[src/rtl/core/mangled_symbol_scanner_defines.svh]
// Assertion macros used by the scanner core.
`ifndef MANGLED_SYMBOL_SCANNER_DEFINES_SVH
`define MANGLED_SYMBOL_SCANNER_DEFINES_SVH

// Condition that must hold at every clock edge out of reset.
`define MSS_ASSERT_ALWAYS(lbl, cond, msg) \
  lbl: assert property (@(posedge clk) disable iff (!rst_n) (cond)) else $error(msg);

// Condition that must hold in the cycle after the trigger.
`define MSS_ASSERT_NEXT(lbl, trig, cons, msg) \
  lbl: assert property (@(posedge clk) disable iff (!rst_n) (trig) |=> (cons)) else $error(msg);

`endif

[src/rtl/core/msscan_pkg.sv]
// Types, constants and the macro prefix pattern of the mangled symbol scanner.
`timescale 1ns / 1ps
`default_nettype none
package msscan_pkg;

  localparam int LinePositionsDef = 4096;
  localparam int StartW           = 12;
  localparam int EndW             = 13;
  localparam int MacroLen         = 14;
  localparam int MacroProgW       = 4;
  localparam int QueueDepth       = 2;

  // "@__swiftmacro_" byte by byte
  localparam logic [7:0] MacroPat [MacroLen] = '{
    8'h40, 8'h5F, 8'h5F, 8'h73, 8'h77, 8'h69, 8'h66,
    8'h74, 8'h6D, 8'h61, 8'h63, 8'h72, 8'h6F, 8'h5F
  };

  localparam logic [7:0] ChUnder  = 8'h5F;
  localparam logic [7:0] ChDollar = 8'h24;
  localparam logic [7:0] ChAt     = 8'h40;
  localparam logic [7:0] ChDot    = 8'h2E;
  localparam logic [7:0] ChBigT   = 8'h54;
  localparam logic [7:0] ChBigS   = 8'h53;
  localparam logic [7:0] ChSmallS = 8'h73;
  localparam logic [7:0] ChSmallE = 8'h65;

  typedef enum logic [1:0] {
    PhIdle   = 2'd0,
    PhUnder  = 2'd1,
    PhDollar = 2'd2,
    PhFound  = 2'd3
  } phase_t;

  // Classified byte handed from the front end to the scanner core
  typedef struct packed {
    logic                is_under;
    logic                is_dollar;
    logic                is_at;
    logic                is_t;
    logic                is_sse;
    logic                is_body;
    logic [MacroLen-1:0] pat_hit;
    logic                last;
  } cls_t;

endpackage
`default_nettype wire

[src/rtl/core/msscan_if.sv]
// Valid/ready channel interfaces for text bytes and found spans.
`timescale 1ns / 1ps
`default_nettype none
interface msscan_in_if;
  logic       valid;
  logic       ready;
  logic [7:0] char_byte;
  logic       line_end;

  modport source (output valid, output char_byte, output line_end, input ready);
  modport sink   (input valid, input char_byte, input line_end, output ready);
endinterface

interface msscan_out_if;
  logic        valid;
  logic        ready;
  logic [11:0] span_start;
  logic [12:0] span_end;
  logic        long_line;

  modport source (output valid, output span_start, output span_end, output long_line,
                  input ready);
  modport sink   (input valid, input span_start, input span_end, input long_line,
                  output ready);
endinterface
`default_nettype wire

[src/rtl/core/msscan_front.sv]
// Front end: accepts text bytes and classifies them for the scanner core.
`timescale 1ns / 1ps
`default_nettype none
module msscan_front (
  msscan_in_if.sink           in_bus,
  output logic                push_valid,
  output msscan_pkg::cls_t    push_data,
  input  logic                push_ready
);
  import msscan_pkg::*;

  logic [7:0] c;
  logic       is_alpha;
  logic       is_digit;

  assign c = in_bus.char_byte;

  assign is_alpha = ((c >= 8'h61) && (c <= 8'h7A)) || ((c >= 8'h41) && (c <= 8'h5A));
  assign is_digit = (c >= 8'h30) && (c <= 8'h39);

  // Byte class flags
  always_comb begin
    push_data.is_under  = (c == ChUnder);
    push_data.is_dollar = (c == ChDollar);
    push_data.is_at     = (c == ChAt);
    push_data.is_t      = (c == ChBigT);
    push_data.is_sse    = (c == ChBigS) || (c == ChSmallS) || (c == ChSmallE);
    push_data.is_body   = is_alpha || is_digit || (c == ChUnder) ||
                          (c == ChDollar) || (c == ChDot);
    push_data.last      = in_bus.line_end;
    for (int k = 0; k < MacroLen; k++) begin
      push_data.pat_hit[k] = (c == MacroPat[k]);
    end
  end

  assign push_valid   = in_bus.valid;
  assign in_bus.ready = push_ready;

endmodule
`default_nettype wire

[src/rtl/core/msscan_fifo.sv]
// Two-entry queue between the front end and the scanner core.
`timescale 1ns / 1ps
`default_nettype none
module msscan_fifo (
  input  logic             clk,
  input  logic             rst_n,
  input  logic             push_valid,
  input  msscan_pkg::cls_t push_data,
  output logic             push_ready,
  output logic             pop_valid,
  output msscan_pkg::cls_t pop_data,
  input  logic             pop_ready
);
  import msscan_pkg::*;

  localparam int PtrW = $clog2(QueueDepth);
  localparam int CntW = $clog2(QueueDepth + 1);

  cls_t            mem_r [QueueDepth];
  logic [PtrW-1:0] wr_ptr_r, wr_ptr_nxt;
  logic [PtrW-1:0] rd_ptr_r, rd_ptr_nxt;
  logic [CntW-1:0] count_r, count_nxt;
  logic            do_push;
  logic            do_pop;

  assign push_ready = (count_r != CntW'(QueueDepth));
  assign pop_valid  = (count_r != '0);
  assign pop_data   = mem_r[rd_ptr_r];
  assign do_push    = push_valid && push_ready;
  assign do_pop     = pop_valid && pop_ready;

  // Pointer and fill count update
  always_comb begin
    wr_ptr_nxt = wr_ptr_r;
    rd_ptr_nxt = rd_ptr_r;
    count_nxt  = count_r;
    if (do_push) begin
      wr_ptr_nxt = (wr_ptr_r == PtrW'(QueueDepth - 1)) ? '0 : wr_ptr_r + 1'b1;
    end
    if (do_pop) begin
      rd_ptr_nxt = (rd_ptr_r == PtrW'(QueueDepth - 1)) ? '0 : rd_ptr_r + 1'b1;
    end
    if (do_push && !do_pop) begin
      count_nxt = count_r + 1'b1;
    end else if (do_pop && !do_push) begin
      count_nxt = count_r - 1'b1;
    end
  end

  always_ff @(posedge clk) begin
    if (!rst_n) begin
      wr_ptr_r <= '0;
      rd_ptr_r <= '0;
      count_r  <= '0;
    end else begin
      wr_ptr_r <= wr_ptr_nxt;
      rd_ptr_r <= rd_ptr_nxt;
      count_r  <= count_nxt;
    end
  end

  // Storage, no reset needed
  always_ff @(posedge clk) begin
    if (do_push) begin
      mem_r[wr_ptr_r] <= push_data;
    end
  end

endmodule
`default_nettype wire

[src/rtl/core/msscan_back.sv]
// Scanner core: phase machine, macro prefix tracker, offsets and result register.
`timescale 1ns / 1ps
`default_nettype none
`include "mangled_symbol_scanner_defines.svh"
module msscan_back #(
  parameter int LINE_POSITIONS = msscan_pkg::LinePositionsDef
) (
  input  logic             clk,
  input  logic             rst_n,
  input  logic             pop_valid,
  input  msscan_pkg::cls_t pop_data,
  output logic             pop_ready,
  msscan_out_if.source     out_bus
);
  import msscan_pkg::*;

  localparam int OffW = $clog2(LINE_POSITIONS + 1);
  localparam int BegW = $clog2(LINE_POSITIONS);

  phase_t                phase_r, phase_nxt;
  logic [BegW-1:0]       begin_r, begin_nxt;
  logic [OffW-1:0]       off_r, off_nxt;
  logic [MacroProgW-1:0] prog_r, prog_nxt;
  logic                  body_r, body_nxt;
  logic                  sat_r, sat_nxt;

  logic                  out_valid_r, out_valid_nxt;
  logic [StartW-1:0]     out_start_r, out_start_nxt;
  logic [EndW-1:0]       out_end_r, out_end_nxt;
  logic                  out_long_r, out_long_nxt;

  cls_t                  cl;
  logic                  take;
  logic                  at_lim;
  logic [BegW-1:0]       pos;
  logic                  consumed;
  logic                  start_cand;
  logic                  emit;
  logic [OffW-1:0]       emit_end;

  assign cl        = pop_data;
  assign pop_ready = !out_valid_r || out_bus.ready;
  assign take      = pop_valid && pop_ready;
  assign at_lim    = (off_r == OffW'(LINE_POSITIONS));
  assign pos       = at_lim ? BegW'(LINE_POSITIONS - 1) : BegW'(off_r);

  // Next state of the scan, one byte per beat
  always_comb begin
    phase_nxt  = phase_r;
    begin_nxt  = begin_r;
    off_nxt    = off_r;
    prog_nxt   = prog_r;
    body_nxt   = body_r;
    sat_nxt    = sat_r;
    consumed   = 1'b0;
    start_cand = 1'b0;
    emit       = 1'b0;
    emit_end   = off_r;
    if (take) begin
      if (at_lim) begin
        sat_nxt = 1'b1;
      end

      // body bytes extend a found span, anything else closes it
      if (phase_r == PhFound) begin
        if (cl.is_body) begin
          body_nxt = 1'b1;
          consumed = 1'b1;
        end else begin
          if (body_r) begin
            emit     = 1'b1;
            emit_end = off_r;
          end
          phase_nxt = PhIdle;
          body_nxt  = 1'b0;
        end
      end

      // prefix search; a closing byte is rescanned from idle
      if (!consumed) begin
        unique case (phase_nxt)
          PhIdle: begin
            if (cl.is_under) begin
              phase_nxt = PhUnder;
              begin_nxt = pos;
            end else if (cl.is_dollar) begin
              phase_nxt = PhDollar;
              begin_nxt = pos;
            end else if (cl.is_at) begin
              start_cand = 1'b1;
            end
          end
          PhUnder: begin
            if (cl.is_t) begin
              phase_nxt = PhFound;
              body_nxt  = 1'b0;
            end else if (cl.is_dollar) begin
              phase_nxt = PhDollar;
            end else if (cl.is_under) begin
              begin_nxt = pos;
            end else begin
              phase_nxt = PhIdle;
            end
          end
          PhDollar, PhFound: begin
            if (cl.is_sse) begin
              phase_nxt = PhFound;
              body_nxt  = 1'b0;
            end else if (cl.is_under) begin
              phase_nxt = PhUnder;
              begin_nxt = pos;
            end else if (cl.is_dollar) begin
              begin_nxt = pos;
            end else begin
              phase_nxt = PhIdle;
            end
          end
        endcase
      end

      // macro prefix tracker runs beside the phase machine
      if (start_cand) begin
        prog_nxt = MacroProgW'(1);
      end else if ((prog_r != '0) && (prog_r < MacroProgW'(MacroLen)) &&
                   cl.pat_hit[prog_r]) begin
        prog_nxt = prog_r + 1'b1;
      end else begin
        prog_nxt = '0;
      end

      if (prog_nxt == MacroProgW'(MacroLen)) begin
        prog_nxt  = '0;
        phase_nxt = PhFound;
        body_nxt  = 1'b0;
        if (sat_nxt) begin
          begin_nxt = BegW'(LINE_POSITIONS - 1);
        end else if (off_r >= OffW'(MacroLen - 1)) begin
          begin_nxt = BegW'(off_r - OffW'(MacroLen - 1));
        end else begin
          begin_nxt = '0;
        end
      end

      // line end flushes an open span and clears per-line state
      if (cl.last) begin
        if (!emit && (phase_nxt == PhFound) && body_nxt) begin
          emit     = 1'b1;
          emit_end = at_lim ? off_r : off_r + 1'b1;
        end
        phase_nxt = PhIdle;
        begin_nxt = '0;
        off_nxt   = '0;
        prog_nxt  = '0;
        body_nxt  = 1'b0;
        sat_nxt   = 1'b0;
      end else begin
        off_nxt = at_lim ? off_r : off_r + 1'b1;
      end
    end
  end

  // Result register
  always_comb begin
    out_valid_nxt = out_valid_r;
    out_start_nxt = out_start_r;
    out_end_nxt   = out_end_r;
    out_long_nxt  = out_long_r;
    if (out_bus.ready) begin
      out_valid_nxt = 1'b0;
    end
    if (take && emit) begin
      out_valid_nxt = 1'b1;
      out_start_nxt = StartW'(begin_r);
      out_end_nxt   = EndW'(emit_end);
      out_long_nxt  = sat_r || at_lim;
    end
  end

  always_ff @(posedge clk) begin
    if (!rst_n) begin
      phase_r     <= PhIdle;
      begin_r     <= '0;
      off_r       <= '0;
      prog_r      <= '0;
      body_r      <= 1'b0;
      sat_r       <= 1'b0;
      out_valid_r <= 1'b0;
    end else begin
      phase_r     <= phase_nxt;
      begin_r     <= begin_nxt;
      off_r       <= off_nxt;
      prog_r      <= prog_nxt;
      body_r      <= body_nxt;
      sat_r       <= sat_nxt;
      out_valid_r <= out_valid_nxt;
    end
  end

  always_ff @(posedge clk) begin
    out_start_r <= out_start_nxt;
    out_end_r   <= out_end_nxt;
    out_long_r  <= out_long_nxt;
  end

  assign out_bus.valid      = out_valid_r;
  assign out_bus.span_start = out_start_r;
  assign out_bus.span_end   = out_end_r;
  assign out_bus.long_line  = out_long_r;

  // Checks
  `MSS_ASSERT_ALWAYS(a_prog_range, prog_r < MacroProgW'(MacroLen), "macro progress overrun")
  `MSS_ASSERT_ALWAYS(a_off_range, off_r <= OffW'(LINE_POSITIONS), "line offset past limit")
  `MSS_ASSERT_NEXT(a_line_clear, take && cl.last, (off_r == '0) && !sat_r, "line not cleared")
  `MSS_ASSERT_NEXT(a_line_idle, take && cl.last, phase_r == PhIdle, "phase not idle")
  `MSS_ASSERT_NEXT(a_emit_shown, take && emit, out_valid_r, "found span not presented")

endmodule
`default_nettype wire

[src/rtl/core/mangled_symbol_scanner.sv]
// Top level of the mangled symbol scanner.
//
//   channel   dir   payload                               beat on
//   in_bus    in    char_byte[7:0], line_end              valid && ready
//   out_bus   out   span_start[11:0], span_end[12:0],     valid && ready
//                   long_line
//
// One byte per cycle sustained while results are taken; each byte is classified
// on entry, waits in a two-entry queue and is scanned by the core.
// A found span is in the result register in the cycle after the core takes
// the byte that closes it; at most one result per byte.
// Reset is synchronous, active low, and returns the scan to the idle phase.
// A stalled result holds the core; the queue then fills and in_bus.ready drops.
`timescale 1ns / 1ps
`default_nettype none
module mangled_symbol_scanner #(
  parameter int LINE_POSITIONS = msscan_pkg::LinePositionsDef
) (
  input  logic          clk,
  input  logic          rst_n,
  msscan_in_if.sink     in_bus,
  msscan_out_if.source  out_bus
);
  import msscan_pkg::*;

  logic push_valid;
  cls_t push_data;
  logic push_ready;
  logic pop_valid;
  cls_t pop_data;
  logic pop_ready;

  msscan_front u_front (
    .in_bus     (in_bus),
    .push_valid (push_valid),
    .push_data  (push_data),
    .push_ready (push_ready)
  );

  msscan_fifo u_fifo (
    .clk        (clk),
    .rst_n      (rst_n),
    .push_valid (push_valid),
    .push_data  (push_data),
    .push_ready (push_ready),
    .pop_valid  (pop_valid),
    .pop_data   (pop_data),
    .pop_ready  (pop_ready)
  );

  msscan_back #(
    .LINE_POSITIONS (LINE_POSITIONS)
  ) u_back (
    .clk       (clk),
    .rst_n     (rst_n),
    .pop_valid (pop_valid),
    .pop_data  (pop_data),
    .pop_ready (pop_ready),
    .out_bus   (out_bus)
  );

endmodule
`default_nettype wire

[src/flat_wrapper.sv]
// flat-port wrapper written by rule: the top's interface ports become plain ports
module mangled_symbol_scanner_flat import msscan_pkg::*;
#(
  parameter int LINE_POSITIONS = msscan_pkg::LinePositionsDef
)
  (clk, rst_n, in_bus_valid, in_bus_char_byte, in_bus_line_end, in_bus_ready, out_bus_valid, out_bus_span_start, out_bus_span_end, out_bus_long_line, out_bus_ready);
  msscan_in_if in_bus_i ();
  msscan_out_if out_bus_i ();
  input  logic clk;
  input  logic rst_n;
  input wire logic [$bits(in_bus_i.valid)-1:0] in_bus_valid;
  input wire logic [$bits(in_bus_i.char_byte)-1:0] in_bus_char_byte;
  input wire logic [$bits(in_bus_i.line_end)-1:0] in_bus_line_end;
  output wire logic [$bits(in_bus_i.ready)-1:0] in_bus_ready;
  output wire logic [$bits(out_bus_i.valid)-1:0] out_bus_valid;
  output wire logic [$bits(out_bus_i.span_start)-1:0] out_bus_span_start;
  output wire logic [$bits(out_bus_i.span_end)-1:0] out_bus_span_end;
  output wire logic [$bits(out_bus_i.long_line)-1:0] out_bus_long_line;
  input wire logic [$bits(out_bus_i.ready)-1:0] out_bus_ready;
  assign in_bus_i.valid = in_bus_valid;
  assign in_bus_i.char_byte = in_bus_char_byte;
  assign in_bus_i.line_end = in_bus_line_end;
  assign in_bus_ready = in_bus_i.ready;
  assign out_bus_valid = out_bus_i.valid;
  assign out_bus_span_start = out_bus_i.span_start;
  assign out_bus_span_end = out_bus_i.span_end;
  assign out_bus_long_line = out_bus_i.long_line;
  assign out_bus_i.ready = out_bus_ready;
  mangled_symbol_scanner #(.LINE_POSITIONS(LINE_POSITIONS)) u_core (.clk(clk), .rst_n(rst_n), .in_bus(in_bus_i), .out_bus(out_bus_i));
endmodule
[config.mk]
export PLATFORM = sky130hd
export DESIGN_NAME = mangled_symbol_scanner_flat
export DESIGN_NICKNAME = d
export VERILOG_FILES = /design/src/rtl/core/msscan_pkg.sv /design/src/rtl/core/msscan_if.sv /design/src/rtl/core/msscan_front.sv /design/src/rtl/core/msscan_fifo.sv /design/src/rtl/core/msscan_back.sv /design/src/rtl/core/mangled_symbol_scanner.sv /design/src/flat_wrapper.sv
export VERILOG_INCLUDE_DIRS = /design/src /design/src/rtl/core
export SDC_FILE = /design/constraint.sdc
export NUM_CORES = 1
export LEC_CHECK = 0
export BUFFER_PORTS_ARGS = -buffer_cell sky130_fd_sc_hd__buf_2
export CORE_MARGIN = 4
export CORE_UTILIZATION = 60
export CTS_BUF_LIST = sky130_fd_sc_hd__clkbuf_16
export DETAILED_ROUTE_END_ITERATION = 10
export PLACE_DENSITY = 0.8
export SLEW_MARGIN = 10
export SYNTH_ARGS = -nofsm -noshare
export SYNTH_HDL_FRONTEND = slang
export SYNTH_SLANG_ARGS = --single-unit
export TNS_END_PERCENT = 30
[constraint.sdc]
create_clock -name clk -period 4.12 [get_ports clk]
set_input_delay 0.206 -clock clk [delete_from_list [all_inputs] [get_ports clk]]
set_output_delay 0.206 -clock clk [all_outputs]
set_load 0.02 [all_outputs]
==> flow_summary.yaml, run 1 <==
synthesis:
  ys_warn_count: 0
  synth_nets: 519
  syn_area_um2: 5070
  avgSynthCellArea_um2: 10.2
  synthTopCellsByArea: "edfxtp_1, dfxtp_1, nor2_1, nand2_1, o21ai_0"
  synth_top_area_share_pct: 35.6
  postSynthCellCount: 499
  yosys_most_used_dff: "edfxtp_1"
  synth-async-reset-ratio_pct: 0
  synth_area_leader_cell: "edfxtp_1"
  yosys.cell_types.count: 60
  yosysSeqAreaShare_pct: 51.0
  ys_ff_latch: 99
  synth_edf_count: 60
place:
  hpwl_um: 7290
  io_buffers: 40
  routabilityCongestion: 0.887
clock_tree:
  cts_root_buffer: "clkbuf_16"
  htreeDepth: 3
  cts_tree: "yes"
  post_cts_resized: 0
  cts_buffers: 9
  cts_sinks: 99
  cts.reportedPaths.clkPinSlew_ps: 70
  postCtsSetupBuffers: 0
  cts_hold_buf: 0
  cts_max_path_buffers: 2
  clock_latency_ps: 340
min_path:
  holdPathStages: 1
  worstHoldEndpoint: "u_core.u_fifo.mem_r[0][0]"
  worstHoldStart: "in_bus_line_end"
  hold_class: "primary input to flop"
power:
  powerDensity_nw_per_um2: 448
  finalPower_mw: 2.51
  vdd_drop_max_mv: 0.277
  cellLeakagePower_nw: 2.07
grt:
  grt_pass1_vias: 3608
  grt.total_usage_pct: 21.1
  grt_max_degree: 33
  grt_pass1_wl_um: 17100
  grt-ovfl-total: 0
  antenna_found_initial: 0
floorplanning:
  die_area_um2: 9980
  fp.coreArea_um2: 8220
  die_width_um: 99.9
  fp.dieH_um: 99.9
  start_util_pct: 61.7
  io_pins: 41
  num_rows: 33
detailed_routing:
  viasPerCell: 6.08
  postRouteAntennaNets: 0
  drt-total-wl_um: 10400
  drt-initial-drc-count: 287
  avgRoutedWirePerCell_um: 16.3
  drc: 0
  first_pass_iters: 4
  vias: 3866
worst_setup_path:
  endpoint_kind: "flop"
  crit_fanout: 19
  reg2regPathDepth: 10
  path_class: "flop to flop"
  rrSetupSlack_ps: 610
  start_kind: "flop"
  r2r_end: "u_core.u_back.out_bus.span_end[6]"
  critical_path_arrival_ps: 3540
  critical_path_required_ps: 4150
timing:
  slew_viol_final: 0
  tightest_slew_ps: 736
  rsz0062_at_grt: "no"
  hold_violations: 0
  slew_headroom_pct: 50.9
  fin_tns_setup_ps: 0
  setup-violations-final: 0
  fin_skew_ps: 10.4
  post-route-period-util_pct: 85.3
  period_needed_ps: 3510
  fmax_mhz: 285
cells_and_area:
  syn_to_final_growth_pct: 10.5
  fin_nets: 546
  antenna-diode-count: 0
  drive_above_1_share_pct: 17.7
run_status:
  status: "finished clean"
run:
  drv_cap: 0
synthesized netlist by cell type, types with 2 or more instances:
master	instances
dfxtp_1	39
mux4_2	5
ha_1	7
nand3b_1	2
or3_1	2
o22ai_1	6
o21ai_0	26
a32oi_1	2
o21bai_1	2
and2_1	9
mux2i_1	4
nor3b_1	5
o32ai_2	6
xor2_1	2
buf_2	6
nor4_1	4
mux2_2	8
a21oi_1	23
a31oi_1	5
nand2_1	35
nor4bb_1	3
clkbuf_1	24
nor2_1	46
a211oi_1	4
or2_2	5
o32ai_1	2
xnor2_1	13
nor3_1	15
and3_1	10
nand3_1	23
nor2b_1	17
nand4_1	4
inv_1	22
nand2b_1	10
o21a_1	5
a21boi_0	5
a22oi_1	7
a21o_1	3
edfxtp_1	60
o211ai_1	3
placed cells by master (no fill, tap or decap), drive strengths merged, types with 3 or more instances in the layout:
cell and count:
edfxtp 60, or2 5, nand4 4, o21ai 26, a22oi 7, mux2 8, clkbuf 9, buf 49
and2 9, o22ai 6, nor4bb 3, nand2 36, inv 26, ha 7, nor2 46, dfxtp 39
a211oi 5, and3 10, nor3 15, nand2b 10, xnor2 13, mux2i 4, o21a 5, nor4 4
nand3 24, mux4 5, nor3b 5, a21oi 23, a21o 3, a31oi 5, nor2b 17, o32ai 8
a21boi 5, o211ai 3
sequential cells by signal (all words and copies together), names as in the netlist, 2 cells and up, named ones only:
| signal | flops |
|---|---|
| u_core.u_back.out_bus.span_start | 12 |
| u_core.u_fifo.mem_r | 34 |
| u_core.u_back.begin_r | 12 |
| u_core.u_back.off_r | 13 |
| u_core.u_fifo.count_r | 2 |
| u_core.u_back.phase_r | 2 |
| u_core.u_back.prog_r | 4 |
| u_core.u_back.out_bus.span_end | 13 |
worst max-delay path, stage by stage (launching register included):
cell       delay, ps
dfxtp_1          580
buf_4            280
mux2i_1          370
a211oi_1          80
a311oi_1         490
a2111oi_4        150
buf_4            230
a211oi_2         150
buf_4            230
o21bai_2         280
buf_4            350
layout make-up:
type | count | area [um2]
clock buffer | 9 | 225
fill | 625 | 2620
timing repair buffer | 49 | 268
tap | 105 | 131
inverter | 22 | 82.6
multi-input combinational | 345 | 2260
sequential | 99 | 2580
clock inverter | 7 | 45.0
worst max-delay path by stage:
stage / to / slack, ps / cells after the start
2_1_floorplan: u_core.u_back.out_bus.long_line / 1020 / 7
3_3_place_gp: u_core.u_back.out_bus.span_end[12] / 770 / 10
3_5_place_dp: u_core.u_back.out_bus.span_end[8] / 650 / 10
4_1_cts: u_core.u_back.out_bus.span_end[11] / 610 / 10
5_1_grt: u_core.u_back.out_bus.span_end[11] / 360 / 10
6_report: u_core.u_back.out_bus.span_end[6] / 610 / 10
kinds of logic (layout without fill, tap and decap cells):
group	count (synthesis)	in the layout	share of synthesized area, %
fa+ha+maj	7	7	1.73
simple gates	196	196	19.9
mux	17	17	4.79
flops	99	99	51.0
xor+xnor	15	15	2.59
buf+inv	55	87	4.44
compound gates	110	110	15.6
metal layers:
layer  track usage (%)  wire, um  part of all wire [%]
met1              26.6      4380                    42
met2              36.6      5330                    51
met3              4.03       526                   5.1
met4              7.14       148                   1.4
met5                 0         0                     0
report_power, final:
part | leakage, nW | switching (mW) | internal [mW] | total, mW
registers | 0.910 | 0.0586 | 1.12 | 1.18
logic | 1.02 | 0.331 | 0.226 | 0.557
clock network | 0.135 | 0.362 | 0.408 | 0.770
total | 2.07 | 0.752 | 1.76 | 2.51
stage by stage:
step	instance area [um2]	hold slack, ps	utilization [%]	worst slack [ps]	instances
after global placement	5330	395	64.8	773	620
final	5600	50.5	68.1	606	636
after CTS	5600	50.4	68.1	611	636
after global routing	5600	57.4	68.1	358	636
after detailed placement	5330	399	64.8	650	620
after floorplan	5070	305	-	1020	499
(Power assumes the default switching activity.)
==> run 2: changes to the inputs <==
- CORE_UTILIZATION: 60 -> 43
- PLACE_DENSITY: 0.8 -> 0.6
- SYNTH_HIERARCHICAL: default -> 1
==> run 2 against run 1 <==
Synthesized cell count increased by 3.6%. Critical path depth down 3. Worst hold slack got worse by 6.6 ps. Register-to-register slack is essentially flat.
==> flow_summary.yaml, run 2 <==
run_status:
  status: "finished clean"
synthesis:
  yosys_most_used_dff: "edfxtp_1"
  postSynthCellCount: 517
  synth_nets: 537
  synth.most_common_cell: "edfxtp_1"
  ys_warn_count: 6
  ys_ff_latch: 107
  synth_xor_area_share_pct: 2.70
  synth-compound-area-share_pct: 13.9
  synth_area_leader_cell: "edfxtp_1"
  avgSynthCellArea_um2: 10.7
  synth_simple_gate_area_share_pct: 18.7
  synth_top_family_by_area: "simple AND/OR/NAND/NOR gates"
  synth-async-reset-ratio_pct: 0
  yosysSeqAreaShare_pct: 51.2
  yosys.cell_types.count: 69
  synthTopCellsByArea: "edfxtp_1, dfxtp_1, mux2_2, nor2_1, o21ai_0"
  syn_area_um2: 5510
  synth.top_cells.by_count: "edfxtp_1, nor2_1, dfxtp_1"
  synth_edf_count: 68
  synthAdderAreaFrac_pct: 1.59
  yosys-mux-area-fraction_pct: 6.29
  synth_top_area_share_pct: 37.0
power:
  power_frac_comb_pct: 24.1
  netSwitchingPower_mw: 0.821
  seq_power_share_pct: 47.5
  cellLeakagePower_nw: 2.10
  vdd_drop_max_mv: 0.339
  clkPwrFrac_pct: 28.4
  swShare_pct: 30.0
  powerDensity_nw_per_um2: 458
  p_int_mw: 1.91
detailed_routing:
  drc: 0
  drt-initial-drc-count: 253
  avgRoutedWirePerCell_um: 16.3
  drt-total-wl_um: 11500
  viasPerCell: 5.54
  postRouteAntennaNets: 0
  first_pass_iters: 4
  vias: 3893
min_path:
  hold_class: "primary input to flop"
worst_setup_path:
  start_kind: "flop"
  crit_top_cell: "a32o_1"
  critical_path_required_ps: 4360
  worstPathCellList: "mux2_2, mux4_2, a22oi_1, a32o_1, or2_0, a21oi_1, a32o_1"
  critical_path_arrival_ps: 3740
  critPathMaxStageDelay_ps: 690
  crit_fanout: 15
  cpMaxStageDelayCell: "dfxtp_1"
  endpoint_kind: "flop"
  path_class: "flop to flop"
clock_tree:
  postCtsSetupBuffers: 0
  htreeDepth: 3
  cts_tree: "yes"
  cts_max_path_buffers: 2
  cts_buffers: 9
  post_cts_resized: 0
  cts.reportedPaths.clkPinSlew_ps: 70
  clock_latency_ps: 350
  cts_hold_buf: 0
  cts_root_buffer: "clkbuf_16"
  cts_sinks: 107
timing:
  worst_hold_slack_ps: 43.9
  fin_tns_setup_ps: 0
  fin_skew_ps: 7.98
  slew_headroom_pct: 34.2
  post-route-period-util_pct: 85.0
  fmax_mhz: 286
  setup-violations-final: 0
  period_needed_ps: 3500
  rsz0062_at_grt: "no"
  tightest_slew_ps: 986
  slew_viol_final: 0
  hold_violations: 0
floorplanning:
  start_util_pct: 43.9
  die_width_um: 121
  fp.coreArea_um2: 12600
  num_rows: 41
  io_pins: 41
  die_area_um2: 14700
  fp.dieH_um: 121
cells_and_area:
  syn_to_final_growth_pct: 8.28
  final_common_cell: "edfxtp_1"
  antenna-diode-count: 0
  largest_register_ffs: 42
  drive_above_1_share_pct: 19.8
  final_cell_mix: "edfxtp_1, nor2_1, buf_2"
  top_register: "u_core/u_fifo/mem_r"
  fin_nets: 546
place:
  io_buffers: 40
  routabilityCongestion: 0.903
  hpwl_um: 8060
grt:
  grt_max_degree: 27
  grt_pass1_wl_um: 18900
  grt-ovfl-total: 0
  grt_pass1_vias: 3771
  antenna_found_initial: 0
  grt.total_usage_pct: 16.6
run:
  drv_cap: 0
run 2: changes by cell type after synthesis, moves of 7 or more:
cell      delta
edfxtp_1     +8
nor2b_1     -11
a32o_1      +11
buf_2       +11
mux2_2      +17
inv_1       -12
or3_1        +7
buf_4       +10
clkbuf_1    -10
nand3_1     -14
run 2: critical path, delay by kind of cell (launching register included):
family             cells  cell delay (ps)
and+or+nand+nor        1              620
DFF                    1              690
muxes                  2              880
AOI/OAI and AO/OA      4             1210
run 2: path summary, 6_finish.rpt:
path / start / end / slack [ps] / cells past startpoint
max reg2reg: flop / u_core/u_back/begin_r[7] / 620 / 7
min: in_bus_line_end / u_core/u_fifo/mem_r[0][0] / 40 / 1
max: flop / u_core/u_back/begin_r[7] / 620 / 7
min reg2reg: u_core/u_back/begin_r[11] / u_core/u_back/out_bus.span_start[11] / 430 / 0
run 2: logic make-up (layout without fill, tap and decap cells):
logic type / Yosys count / after routing
xor+xnor: 17 / 17
fa+ha+maj: 7 / 7
compound gates: 113 / 113
buf+inv: 58 / 72
flops: 107 / 107
simple gates: 186 / 186
mux: 29 / 29
run 2: power groups by stage:
stage          Sequential (mW)  Combinational [mW]  Clock, mW
6_report                  1.30               0.659      0.776
5_1_grt                   1.31               0.738      0.850
4_1_cts                   1.30               0.666      0.808
3_5_place_dp              1.33               0.661          0
3_3_place_gp              1.32               0.644          0
2_1_floorplan             1.28               0.555          0
run 2: per-layer routing:
layer / track usage [%] / share of wire, % / vias to the layer above
li1: - / - / 1919
met1: 19.6 / 42 / 1901
met2: 29.3 / 53 / 63
met3: 3.92 / 3.7 / 10
met4: 6.51 / 1.5 / 0
met5: 0 / 0 / -
run 2: final cells by class:
type | instances | area (um2)
clock buffer | 9 | 225
clock inverter | 7 | 43.8
fill | 1180 | 6600
inverter | 11 | 41.3
multi-input combinational | 352 | 2380
sequential | 107 | 2820
tap | 172 | 215
timing repair buffer | 45 | 238
run 2: stage by stage:
step           area, um2  setup WS (ps)  power (mW)  util, %  cells
2_1_floorplan       5510            752        1.83        -    517
5_1_grt             5970            345        2.90     47.5    703
4_1_cts             5970            642        2.77     47.5    703
6_report            5970            618        2.73     47.5    703
3_3_place_gp        5700            727        1.97     45.4    687
3_5_place_dp        5700            644        1.99     45.4    687
